==> src/sv/crt_pkg.sv <==
//------------------------------------------------------------------------------
// CRT merge package
// Shared widths, beat types, sequencer states and unit request types.
//------------------------------------------------------------------------------
`default_nettype none

package crt_pkg;

  localparam int MOD_BITS = 32;
  localparam int W        = MOD_BITS;
  localparam int DW       = 2 * W;
  localparam int SW       = W + 2;
  localparam int CW       = $clog2(DW + 1);

  typedef struct packed {
    logic [31:0] first_modulus;
    logic [31:0] first_residue;
    logic [31:0] second_modulus;
    logic [31:0] second_residue;
  } crt_in_t;

  typedef struct packed {
    logic        solvable;
    logic [63:0] merged_modulus;
    logic [63:0] merged_residue;
  } crt_out_t;

  typedef struct packed {
    logic          start;
    logic          long_op;
    logic [DW-1:0] dvd;
    logic [W-1:0]  dvs;
  } div_req_t;

  typedef struct packed {
    logic          done;
    logic [DW-1:0] quot;
    logic [W-1:0]  rem;
  } div_res_t;

  typedef struct packed {
    logic         start;
    logic [W-1:0] a;
    logic [W-1:0] b;
  } mul_req_t;

  typedef struct packed {
    logic          done;
    logic [DW-1:0] prod;
  } mul_res_t;

  typedef enum logic [4:0] {
    ST_IDLE, ST_A1, ST_A2, ST_A1M, ST_GCD, ST_DQ, ST_M1R, ST_M2R, ST_LCM,
    ST_EA, ST_EU, ST_EM, ST_INV, ST_KM, ST_KD, ST_XM, ST_FIN
  } crt_state_e;

endpackage

`default_nettype wire

==> src/sv/crt_congruence_merge.sv <==
//------------------------------------------------------------------------------
// CRT congruence merge
// Merges two congruences with non-coprime moduli into one, or flags no solution.
//------------------------------------------------------------------------------
// Run time is data dependent, set by the gcd and Euclid step counts; each step
//   runs the bit-serial divider or multiplier, plus one long division.
// Throughput: one beat per merge; the next beat is taken once the result is held
//   in the output register.
// Reset: asynchronous, active low; clears the sequencer and the output valid.
`default_nettype none

module crt_congruence_merge (
  input  wire logic             clk_i,
  input  wire logic             rst_ni,
  input  wire logic             in_valid_i,
  output logic                  in_stall_o,
  input  wire crt_pkg::crt_in_t in_data_i,
  output logic                  out_valid_o,
  input  wire logic             out_stall_i,
  output crt_pkg::crt_out_t     out_data_o
);
  import crt_pkg::*;

  crt_state_e state_q, state_d;
  logic       issued_q, issued_d;
  logic       ovalid_q, ovalid_d;
  crt_out_t   odata_q, odata_d;
  logic       ok_q, ok_d;

  logic [W-1:0]  m1_q, m1_d, r1_q, r1_d, m2_q, m2_d, r2_q, r2_d;
  logic [W-1:0]  a1_q, a1_d, a2_q, a2_d, ga_q, ga_d, gb_q, gb_d, d_q, d_d;
  logic [W-1:0]  del_q, del_d, dq_q, dq_d, m1r_q, m1r_d, m2r_q, m2r_d;
  logic [W-1:0]  ea_q, ea_d, eb_q, eb_d, qq_q, qq_d, inv_q, inv_d, k_q, k_d;
  logic [DW-1:0] lcm_q, lcm_d, kp_q, kp_d, x_q, x_d;
  logic signed [SW-1:0] s0_q, s0_d, s1_q, s1_d, pm;
  logic [SW-1:0] s1_abs;

  div_req_t div_req;
  div_res_t div_res;
  mul_req_t mul_req;
  mul_res_t mul_res;
  logic     use_div, use_mul;

  crt_div u_div (.clk_i, .rst_ni, .req_i(div_req), .res_o(div_res));
  crt_mul u_mul (.clk_i, .rst_ni, .req_i(mul_req), .res_o(mul_res));

  assign s1_abs = s1_q[SW-1] ? SW'(-s1_q) : SW'(s1_q);
  assign pm     = signed'(mul_res.prod[SW-1:0]);

  always_comb begin
    state_d = state_q;
    case (state_q)
      ST_IDLE: begin
        if (in_valid_i) begin
          if (in_data_i.first_modulus[W-1:0] == '0 ||
              in_data_i.second_modulus[W-1:0] == '0) begin
            state_d = ST_FIN;
          end else begin
            state_d = ST_A1;
          end
        end
      end
      ST_A1:  if (div_res.done) state_d = ST_A2;
      ST_A2:  if (div_res.done) state_d = ST_A1M;
      ST_A1M: if (div_res.done) state_d = ST_GCD;
      ST_GCD: begin
        if (gb_q == '0) begin
          state_d = ST_DQ;
        end else if (div_res.done) begin
          state_d = ST_GCD;
        end
      end
      ST_DQ: begin
        if (div_res.done) begin
          state_d = (div_res.rem != '0) ? ST_FIN : ST_M1R;
        end
      end
      ST_M1R: if (div_res.done) state_d = ST_M2R;
      ST_M2R: if (div_res.done) state_d = ST_LCM;
      ST_LCM: if (mul_res.done) state_d = ST_EA;
      ST_EA:  if (div_res.done) state_d = ST_EU;
      ST_EU: begin
        if (eb_q == '0) begin
          state_d = ST_INV;
        end else if (div_res.done) begin
          state_d = ST_EM;
        end
      end
      ST_EM:  if (mul_res.done) state_d = ST_EU;
      ST_INV: state_d = ST_KM;
      ST_KM:  if (mul_res.done) state_d = ST_KD;
      ST_KD:  if (div_res.done) state_d = ST_XM;
      ST_XM:  if (mul_res.done) state_d = ST_FIN;
      ST_FIN: if (!ovalid_q || !out_stall_i) state_d = ST_IDLE;
      default: state_d = ST_IDLE;
    endcase
  end

  always_comb begin
    m1_d = m1_q; r1_d = r1_q; m2_d = m2_q; r2_d = r2_q;
    a1_d = a1_q; a2_d = a2_q; ga_d = ga_q; gb_d = gb_q; d_d = d_q;
    del_d = del_q; dq_d = dq_q; m1r_d = m1r_q; m2r_d = m2r_q;
    ea_d = ea_q; eb_d = eb_q; qq_d = qq_q; inv_d = inv_q; k_d = k_q;
    lcm_d = lcm_q; kp_d = kp_q; x_d = x_q; s0_d = s0_q; s1_d = s1_q;
    ok_d = ok_q;
    odata_d = odata_q;
    ovalid_d = ovalid_q && out_stall_i;
    use_div = 1'b0;
    use_mul = 1'b0;
    div_req = '0;
    mul_req = '0;

    case (state_q)
      ST_IDLE: begin
        m1_d = in_data_i.first_modulus[W-1:0];
        r1_d = in_data_i.first_residue[W-1:0];
        m2_d = in_data_i.second_modulus[W-1:0];
        r2_d = in_data_i.second_residue[W-1:0];
        ok_d = 1'b0;
      end
      ST_A1: begin
        use_div = 1'b1;
        div_req.dvd = DW'(r1_q);
        div_req.dvs = m1_q;
        if (div_res.done) a1_d = div_res.rem;
      end
      ST_A2: begin
        use_div = 1'b1;
        div_req.dvd = DW'(r2_q);
        div_req.dvs = m2_q;
        if (div_res.done) a2_d = div_res.rem;
      end
      ST_A1M: begin
        use_div = 1'b1;
        div_req.dvd = DW'(a1_q);
        div_req.dvs = m2_q;
        if (div_res.done) begin
          del_d = (a2_q >= div_res.rem) ? a2_q - div_res.rem
                                        : W'(a2_q + m2_q - div_res.rem);
          ga_d = m1_q;
          gb_d = m2_q;
        end
      end
      ST_GCD: begin
        if (gb_q == '0) begin
          d_d = ga_q;
        end else begin
          use_div = 1'b1;
          div_req.dvd = DW'(ga_q);
          div_req.dvs = gb_q;
          if (div_res.done) begin
            ga_d = gb_q;
            gb_d = div_res.rem;
          end
        end
      end
      ST_DQ: begin
        use_div = 1'b1;
        div_req.dvd = DW'(del_q);
        div_req.dvs = d_q;
        if (div_res.done) dq_d = div_res.quot[W-1:0];
      end
      ST_M1R: begin
        use_div = 1'b1;
        div_req.dvd = DW'(m1_q);
        div_req.dvs = d_q;
        if (div_res.done) m1r_d = div_res.quot[W-1:0];
      end
      ST_M2R: begin
        use_div = 1'b1;
        div_req.dvd = DW'(m2_q);
        div_req.dvs = d_q;
        if (div_res.done) m2r_d = div_res.quot[W-1:0];
      end
      ST_LCM: begin
        use_mul = 1'b1;
        mul_req.a = m1r_q;
        mul_req.b = m2_q;
        if (mul_res.done) lcm_d = mul_res.prod;
      end
      ST_EA: begin
        use_div = 1'b1;
        div_req.dvd = DW'(m1r_q);
        div_req.dvs = m2r_q;
        if (div_res.done) begin
          ea_d = div_res.rem;
          eb_d = m2r_q;
          s0_d = SW'(1);
          s1_d = '0;
        end
      end
      ST_EU: begin
        if (eb_q != '0) begin
          use_div = 1'b1;
          div_req.dvd = DW'(ea_q);
          div_req.dvs = eb_q;
          if (div_res.done) begin
            qq_d = div_res.quot[W-1:0];
            ea_d = eb_q;
            eb_d = div_res.rem;
          end
        end
      end
      ST_EM: begin
        use_mul = 1'b1;
        mul_req.a = qq_q;
        mul_req.b = s1_abs[W-1:0];
        if (mul_res.done) begin
          s0_d = s1_q;
          s1_d = s1_q[SW-1] ? s0_q + pm : s0_q - pm;
        end
      end
      ST_INV: begin
        inv_d = s0_q[SW-1] ? W'(s0_q + signed'(SW'(m2r_q))) : s0_q[W-1:0];
      end
      ST_KM: begin
        use_mul = 1'b1;
        mul_req.a = dq_q;
        mul_req.b = inv_q;
        if (mul_res.done) kp_d = mul_res.prod;
      end
      ST_KD: begin
        use_div = 1'b1;
        div_req.long_op = 1'b1;
        div_req.dvd = kp_q;
        div_req.dvs = m2r_q;
        if (div_res.done) k_d = div_res.rem;
      end
      ST_XM: begin
        use_mul = 1'b1;
        mul_req.a = m1_q;
        mul_req.b = k_q;
        if (mul_res.done) begin
          x_d  = DW'(a1_q) + mul_res.prod;
          ok_d = 1'b1;
        end
      end
      ST_FIN: begin
        if (!ovalid_q || !out_stall_i) begin
          ovalid_d = 1'b1;
          odata_d.solvable       = ok_q;
          odata_d.merged_modulus = ok_q ? 64'(lcm_q) : '0;
          odata_d.merged_residue = ok_q ? 64'(x_q) : '0;
        end
      end
      default: ;
    endcase

    div_req.start = use_div && !issued_q;
    mul_req.start = use_mul && !issued_q;
    if ((use_div || use_mul) && !issued_q) begin
      issued_d = 1'b1;
    end else if (div_res.done || mul_res.done) begin
      issued_d = 1'b0;
    end else begin
      issued_d = issued_q;
    end
  end

  always_ff @(posedge clk_i or negedge rst_ni) begin
    if (!rst_ni) begin
      state_q  <= ST_IDLE;
      issued_q <= 1'b0;
      ovalid_q <= 1'b0;
    end else begin
      state_q  <= state_d;
      issued_q <= issued_d;
      ovalid_q <= ovalid_d;
    end
  end

  always_ff @(posedge clk_i) begin
    m1_q <= m1_d; r1_q <= r1_d; m2_q <= m2_d; r2_q <= r2_d;
    a1_q <= a1_d; a2_q <= a2_d; ga_q <= ga_d; gb_q <= gb_d; d_q <= d_d;
    del_q <= del_d; dq_q <= dq_d; m1r_q <= m1r_d; m2r_q <= m2r_d;
    ea_q <= ea_d; eb_q <= eb_d; qq_q <= qq_d; inv_q <= inv_d; k_q <= k_d;
    lcm_q <= lcm_d; kp_q <= kp_d; x_q <= x_d; s0_q <= s0_d; s1_q <= s1_d;
    ok_q <= ok_d;
    odata_q <= odata_d;
  end

  assign in_stall_o  = (state_q != ST_IDLE);
  assign out_valid_o = ovalid_q;
  assign out_data_o  = odata_q;

endmodule

`default_nettype wire

==> src/sv/crt_div.sv <==
//------------------------------------------------------------------------------
// CRT serial divider
// Restoring divider, one quotient bit per cycle, short or long dividend.
//------------------------------------------------------------------------------
`default_nettype none

module crt_div (
  input  wire logic              clk_i,
  input  wire logic              rst_ni,
  input  wire crt_pkg::div_req_t req_i,
  output crt_pkg::div_res_t      res_o
);
  import crt_pkg::*;

  logic          busy_q, busy_d, done_q, done_d;
  logic [CW-1:0] cnt_q, cnt_d;
  logic [DW-1:0] dvd_q, dvd_d, quo_q, quo_d;
  logic [W-1:0]  rem_q, rem_d, dvs_q, dvs_d;
  logic [W:0]    trial;

  always_comb begin
    busy_d = busy_q;
    done_d = 1'b0;
    cnt_d  = cnt_q;
    dvd_d  = dvd_q;
    quo_d  = quo_q;
    rem_d  = rem_q;
    dvs_d  = dvs_q;
    trial  = {rem_q, dvd_q[DW-1]};
    if (req_i.start) begin
      busy_d = 1'b1;
      dvd_d  = req_i.long_op ? req_i.dvd : {req_i.dvd[W-1:0], {W{1'b0}}};
      cnt_d  = req_i.long_op ? CW'(DW) : CW'(W);
      quo_d  = '0;
      rem_d  = '0;
      dvs_d  = req_i.dvs;
    end else if (busy_q) begin
      dvd_d = {dvd_q[DW-2:0], 1'b0};
      if (trial >= {1'b0, dvs_q}) begin
        rem_d = W'(trial - {1'b0, dvs_q});
        quo_d = {quo_q[DW-2:0], 1'b1};
      end else begin
        rem_d = trial[W-1:0];
        quo_d = {quo_q[DW-2:0], 1'b0};
      end
      cnt_d = cnt_q - CW'(1);
      if (cnt_q == CW'(1)) begin
        busy_d = 1'b0;
        done_d = 1'b1;
      end
    end
  end

  always_ff @(posedge clk_i or negedge rst_ni) begin
    if (!rst_ni) begin
      busy_q <= 1'b0;
      done_q <= 1'b0;
      cnt_q  <= '0;
    end else begin
      busy_q <= busy_d;
      done_q <= done_d;
      cnt_q  <= cnt_d;
    end
  end

  always_ff @(posedge clk_i) begin
    dvd_q <= dvd_d;
    quo_q <= quo_d;
    rem_q <= rem_d;
    dvs_q <= dvs_d;
  end

  assign res_o.done = done_q;
  assign res_o.quot = quo_q;
  assign res_o.rem  = rem_q;

endmodule

`default_nettype wire

==> src/sv/crt_mul.sv <==
//------------------------------------------------------------------------------
// CRT serial multiplier
// Shift-add multiplier, one multiplier bit per cycle.
//------------------------------------------------------------------------------
`default_nettype none

module crt_mul (
  input  wire logic              clk_i,
  input  wire logic              rst_ni,
  input  wire crt_pkg::mul_req_t req_i,
  output crt_pkg::mul_res_t      res_o
);
  import crt_pkg::*;

  logic          busy_q, busy_d, done_q, done_d;
  logic [CW-1:0] cnt_q, cnt_d;
  logic [DW-1:0] a_q, a_d, acc_q, acc_d;
  logic [W-1:0]  b_q, b_d;

  always_comb begin
    busy_d = busy_q;
    done_d = 1'b0;
    cnt_d  = cnt_q;
    a_d    = a_q;
    b_d    = b_q;
    acc_d  = acc_q;
    if (req_i.start) begin
      busy_d = 1'b1;
      a_d    = DW'(req_i.a);
      b_d    = req_i.b;
      acc_d  = '0;
      cnt_d  = CW'(W);
    end else if (busy_q) begin
      if (b_q[0]) begin
        acc_d = acc_q + a_q;
      end
      a_d   = {a_q[DW-2:0], 1'b0};
      b_d   = {1'b0, b_q[W-1:1]};
      cnt_d = cnt_q - CW'(1);
      if (cnt_q == CW'(1)) begin
        busy_d = 1'b0;
        done_d = 1'b1;
      end
    end
  end

  always_ff @(posedge clk_i or negedge rst_ni) begin
    if (!rst_ni) begin
      busy_q <= 1'b0;
      done_q <= 1'b0;
      cnt_q  <= '0;
    end else begin
      busy_q <= busy_d;
      done_q <= done_d;
      cnt_q  <= cnt_d;
    end
  end

  always_ff @(posedge clk_i) begin
    a_q   <= a_d;
    b_q   <= b_d;
    acc_q <= acc_d;
  end

  assign res_o.done = done_q;
  assign res_o.prod = acc_q;

endmodule

`default_nettype wire
==> config.mk <==
export PLATFORM = sky130hd
export DESIGN_NAME = crt_congruence_merge
export DESIGN_NICKNAME = d
export VERILOG_FILES = /design/src/sv/crt_pkg.sv /design/src/sv/crt_congruence_merge.sv /design/src/sv/crt_div.sv /design/src/sv/crt_mul.sv
export SDC_FILE = /design/constraint.sdc
export NUM_CORES = 2
export LEC_CHECK = 0
export BUFFER_PORTS_ARGS = -buffer_cell sky130_fd_sc_hd__clkbuf_2
export CELL_PAD_IN_SITES_DETAIL_PLACEMENT = 1
export CELL_PAD_IN_SITES_GLOBAL_PLACEMENT = 1
export CORE_AREA = 2 2 410 412
export DETAILED_ROUTE_END_ITERATION = 8
export DIE_AREA = 0 0 412 414
export PLACE_DENSITY = 0.64
export SLEW_MARGIN = 20
export SYNTH_ARGS = -nofsm -noshare
export SYNTH_HDL_FRONTEND = slang
export SYNTH_SLANG_ARGS = --single-unit
==> constraint.sdc <==
create_clock -name clk_i -period 9.6 [get_ports clk_i]
set_input_delay 0.96 -clock clk_i [delete_from_list [all_inputs] [get_ports clk_i]]
set_output_delay 0.96 -clock clk_i [all_outputs]
set_load 0.05 [all_outputs]
==> results_dict.tcl <==
set metrics [dict create \
    period_minus_slack_ns 5.08 \
    postCtsHoldBufs 0 \
    syn_nets 6346 \
    clkTransAtPathRegs_ns 0.06 \
    cts_num_sinks 1311 \
    slew_viol_final 0 \
    netlist.area_leader.share 0.512 \
    grt_max_degree 146 \
    initial_core_util 0.397 \
    maxSlewHeadroom 0.233 \
    io_buffers 262 \
    core_sq_um 166000 \
    postCtsSetupRepairBufs 0 \
    drt_iter0_drc 5483 \
    slowest_delay_ns 0.87 \
    switching_share 0.432 \
    root_buffer "clkbuf_16" \
    vias 50800 \
    critical_path_class "reg2reg" \
    yosysSeqAreaShare 0.570 \
    cp-end-kind "register" \
    ys_warn_count 0 \
    fmax_mhz 197 \
    via_per_inst 6.00 \
    cp_max_fo 67 \
    worst_slew_pin_slew_ns 1.15 \
    path_cells "nand2_1 > or3_1 > buf_4 > nor2_2 > buf_4 > nor2_1 > nand2_1 > nand2_4 > inv_4 > buf_4 > nand3_1 > nand2_1" \
    p_leak_uw 0.0285 \
    p_sw_uw 12000 \
    gp_congestion 1.00 \
    async_flop_share 0.0191 \
    dp_hpwl_microns 193000 \
    powerDensity_nw_per_um2 370 \
    synth_common_cells "edfxtp_1 (1,126), nand2_1 (643), nor2_1 (414)" \
    period_share 0.529 \
    dr.pass1.iters 7 \
    avgRoutedWirePerCell_microns 30.8 \
    die_w_microns 412 \
    synth-edff-count 1126 \
    pwr-share-comb 0.459 \
    die_h_microns 414 \
    synth_cell_types 94 \
    grt_overflow_total 0 \
    finalSetupTns_ns 0 \
    min_path_type "in2async" \
    synth_seq_cells 1311 \
    pwr-share-seq 0.329 \
    grt_pass1_vias 50000 \
    row_count 150 \
    p_int_uw 15800 \
    pwr-share-clk 0.213 \
    syn-cell-area_sq_um 66100 \
    critical-path-slowest-cell "buf_4" \
    htreeDepth 4 \
    rsz0062_at_grt "no" \
    synthCells 5917 \
    place_inst 8194 \
    drive_gt1_frac 0.113 \
    outcome "complete, no violations" \
    drtAntennaViolNets 0 \
    die_area_sq_um 171000 \
    grtUsageTotal 0.300 \
    synthFlopType "edfxtp_1" \
    fin_skew_ns 0.0529 \
    hold_violations 0 \
    power_uw 27800 \
    cts_tree "yes" \
    layout.nets 6572 \
    syn_area_per_cell_sq_um 11.2 \
    crit_family "buffers and inverters" \
    worstSkewPairLatency_ns 0.82 \
    drt_wl_total_microns 261000 \
    drc_errors 0 \
    worstPathArrival_ns 5.74 \
    maxCapViolations 0 \
    numCtsBuffers 151 \
    ir_drop_v 0.000200 \
    grt_pass1_wl_microns 368000 \
    crit_required_ns 10.26 \
    antenna_found_initial 18 \
    pin_count 263 \
    fin_cells 8477 \
    cp_num_buf_inv 4 \
    post_cts_resized 0 \
    area_growth_syn_to_layout_pct 13.6 \
    synth_area_leader_cell "edfxtp_1" \
    clock_path_buffers 3 \
    start_kind "register" \
    synth_most_common_cell "edfxtp_1" \
    finalSetupViolCount 0 \
    synthTopCellsByArea "edfxtp_1 (51%), ha_1 (4.9%), dfxtp_1 (4.8%)" \
]
==> layout by cell type, fill, tap and decap left out, drive strengths merged, types with 123 or more instances in the layout <==
cell	instances
edfxtp	1126
and2	177
inv	272
nand3	123
a21oi	404
a22oi	236
o21ai	369
xor2	126
clkbuf	462
xnor2	205
nor2	414
ha	260
dfxtp	160
nand2	643
a21o	126
==> worst register-to-register path, cell delays in order, from the launching register on <==
cell     delay [ns]
dfrtp_1        0.84
nand2_1        0.34
or3_1          0.39
buf_4          0.32
nor2_2         0.24
buf_4          0.51
nor2_1         0.11
nand2_1        0.13
nand2_4        0.26
inv_4          0.55
buf_4          0.87
nand3_1        0.26
nand2_1        0.12
==> metrics by stage <==
stage,utilization,area (sq um),setup slack [ns],hold slack [ns]
global route,0.451,75000,4.08,0.301
global placement,0.421,70000,4.70,0.432
finish,0.451,75100,4.52,0.285
floorplan,-,66100,1.73,0.428
detailed placement,0.421,70000,4.60,0.442
CTS,0.451,75000,4.57,0.270
==> cell families (layout without fill, tap and decap cells) <==
| family | after synthesis | count (layout) | share of synthesized area |
|---|---|---|---|
| fa+ha+maj | 297 | 297 | 0.0604 |
| mux | 102 | 102 | 0.0161 |
| xor+xnor | 331 | 331 | 0.0439 |
| other cells | 0 | 6 | 0 |
| simple gates | 1764 | 1764 | 0.125 |
| buf+inv | 558 | 908 | 0.0323 |
| compound gates | 1554 | 1554 | 0.152 |
| flops | 1311 | 1311 | 0.570 |
==> sequential cells by signal (all words and copies together), names as in the netlist, 34 cells and up <==
signal and flops:
kp_q 64, x_q 64, u_div.dvd_q 64, lcm_q 64
out_data_o 129, s1_q 34, s0_q 34, u_mul.acc_q 64
u_mul.a_q 64
==> power groups by stage <==
stage          clock network [uW]  registers (uW)  logic (uW)
2_1_floorplan                   0            8540        8690
3_3_place_gp                    0            9210       12200
3_5_place_dp                    0            9230       12500
4_1_cts                      5980            9130       12600
5_1_grt                      6190            9200       13900
6_report                     5910            9130       12700
==> per-layer routing <==
| metal | track usage | routed length, microns |
|---|---|---|
| met2 | 0.476 | 120000 |
| met5 | 0 | 122 |
| met4 | 0.161 | 15800 |
| met3 | 0.0613 | 20200 |
| met1 | 0.384 | 105000 |
==> cell type report <==
class,count,area (sq um)
fill,17900,91200
sequential,1311,37600
multi-input combinational,4048,26500
clock buffer,200,4170
tap,2204,2760
timing repair buffer,363,2090
inverter,268,1010
clock inverter,77,830
antenna,6,15.0
==> path summary, 6_finish.rpt <==
check	start	end	slack (ns)	cells past startpoint
worst max-delay path	state_q[2]	u_div.dvd_q[9]	4.52	12
worst min-delay path	rst_ni	u_mul.cnt_q[0]	0.28	1
worst max register to register	state_q[2]	u_div.dvd_q[9]	4.52	12
worst min register to register	ga_q[13]	d_q[13]	0.45	0
max in group asynchronous	rst_ni	u_div.busy_q	8.65	1
min in group clk_i	in_data_i[4]	r2_q[4]	0.33	1
Note: power is estimated with default switching activity, not from simulation.
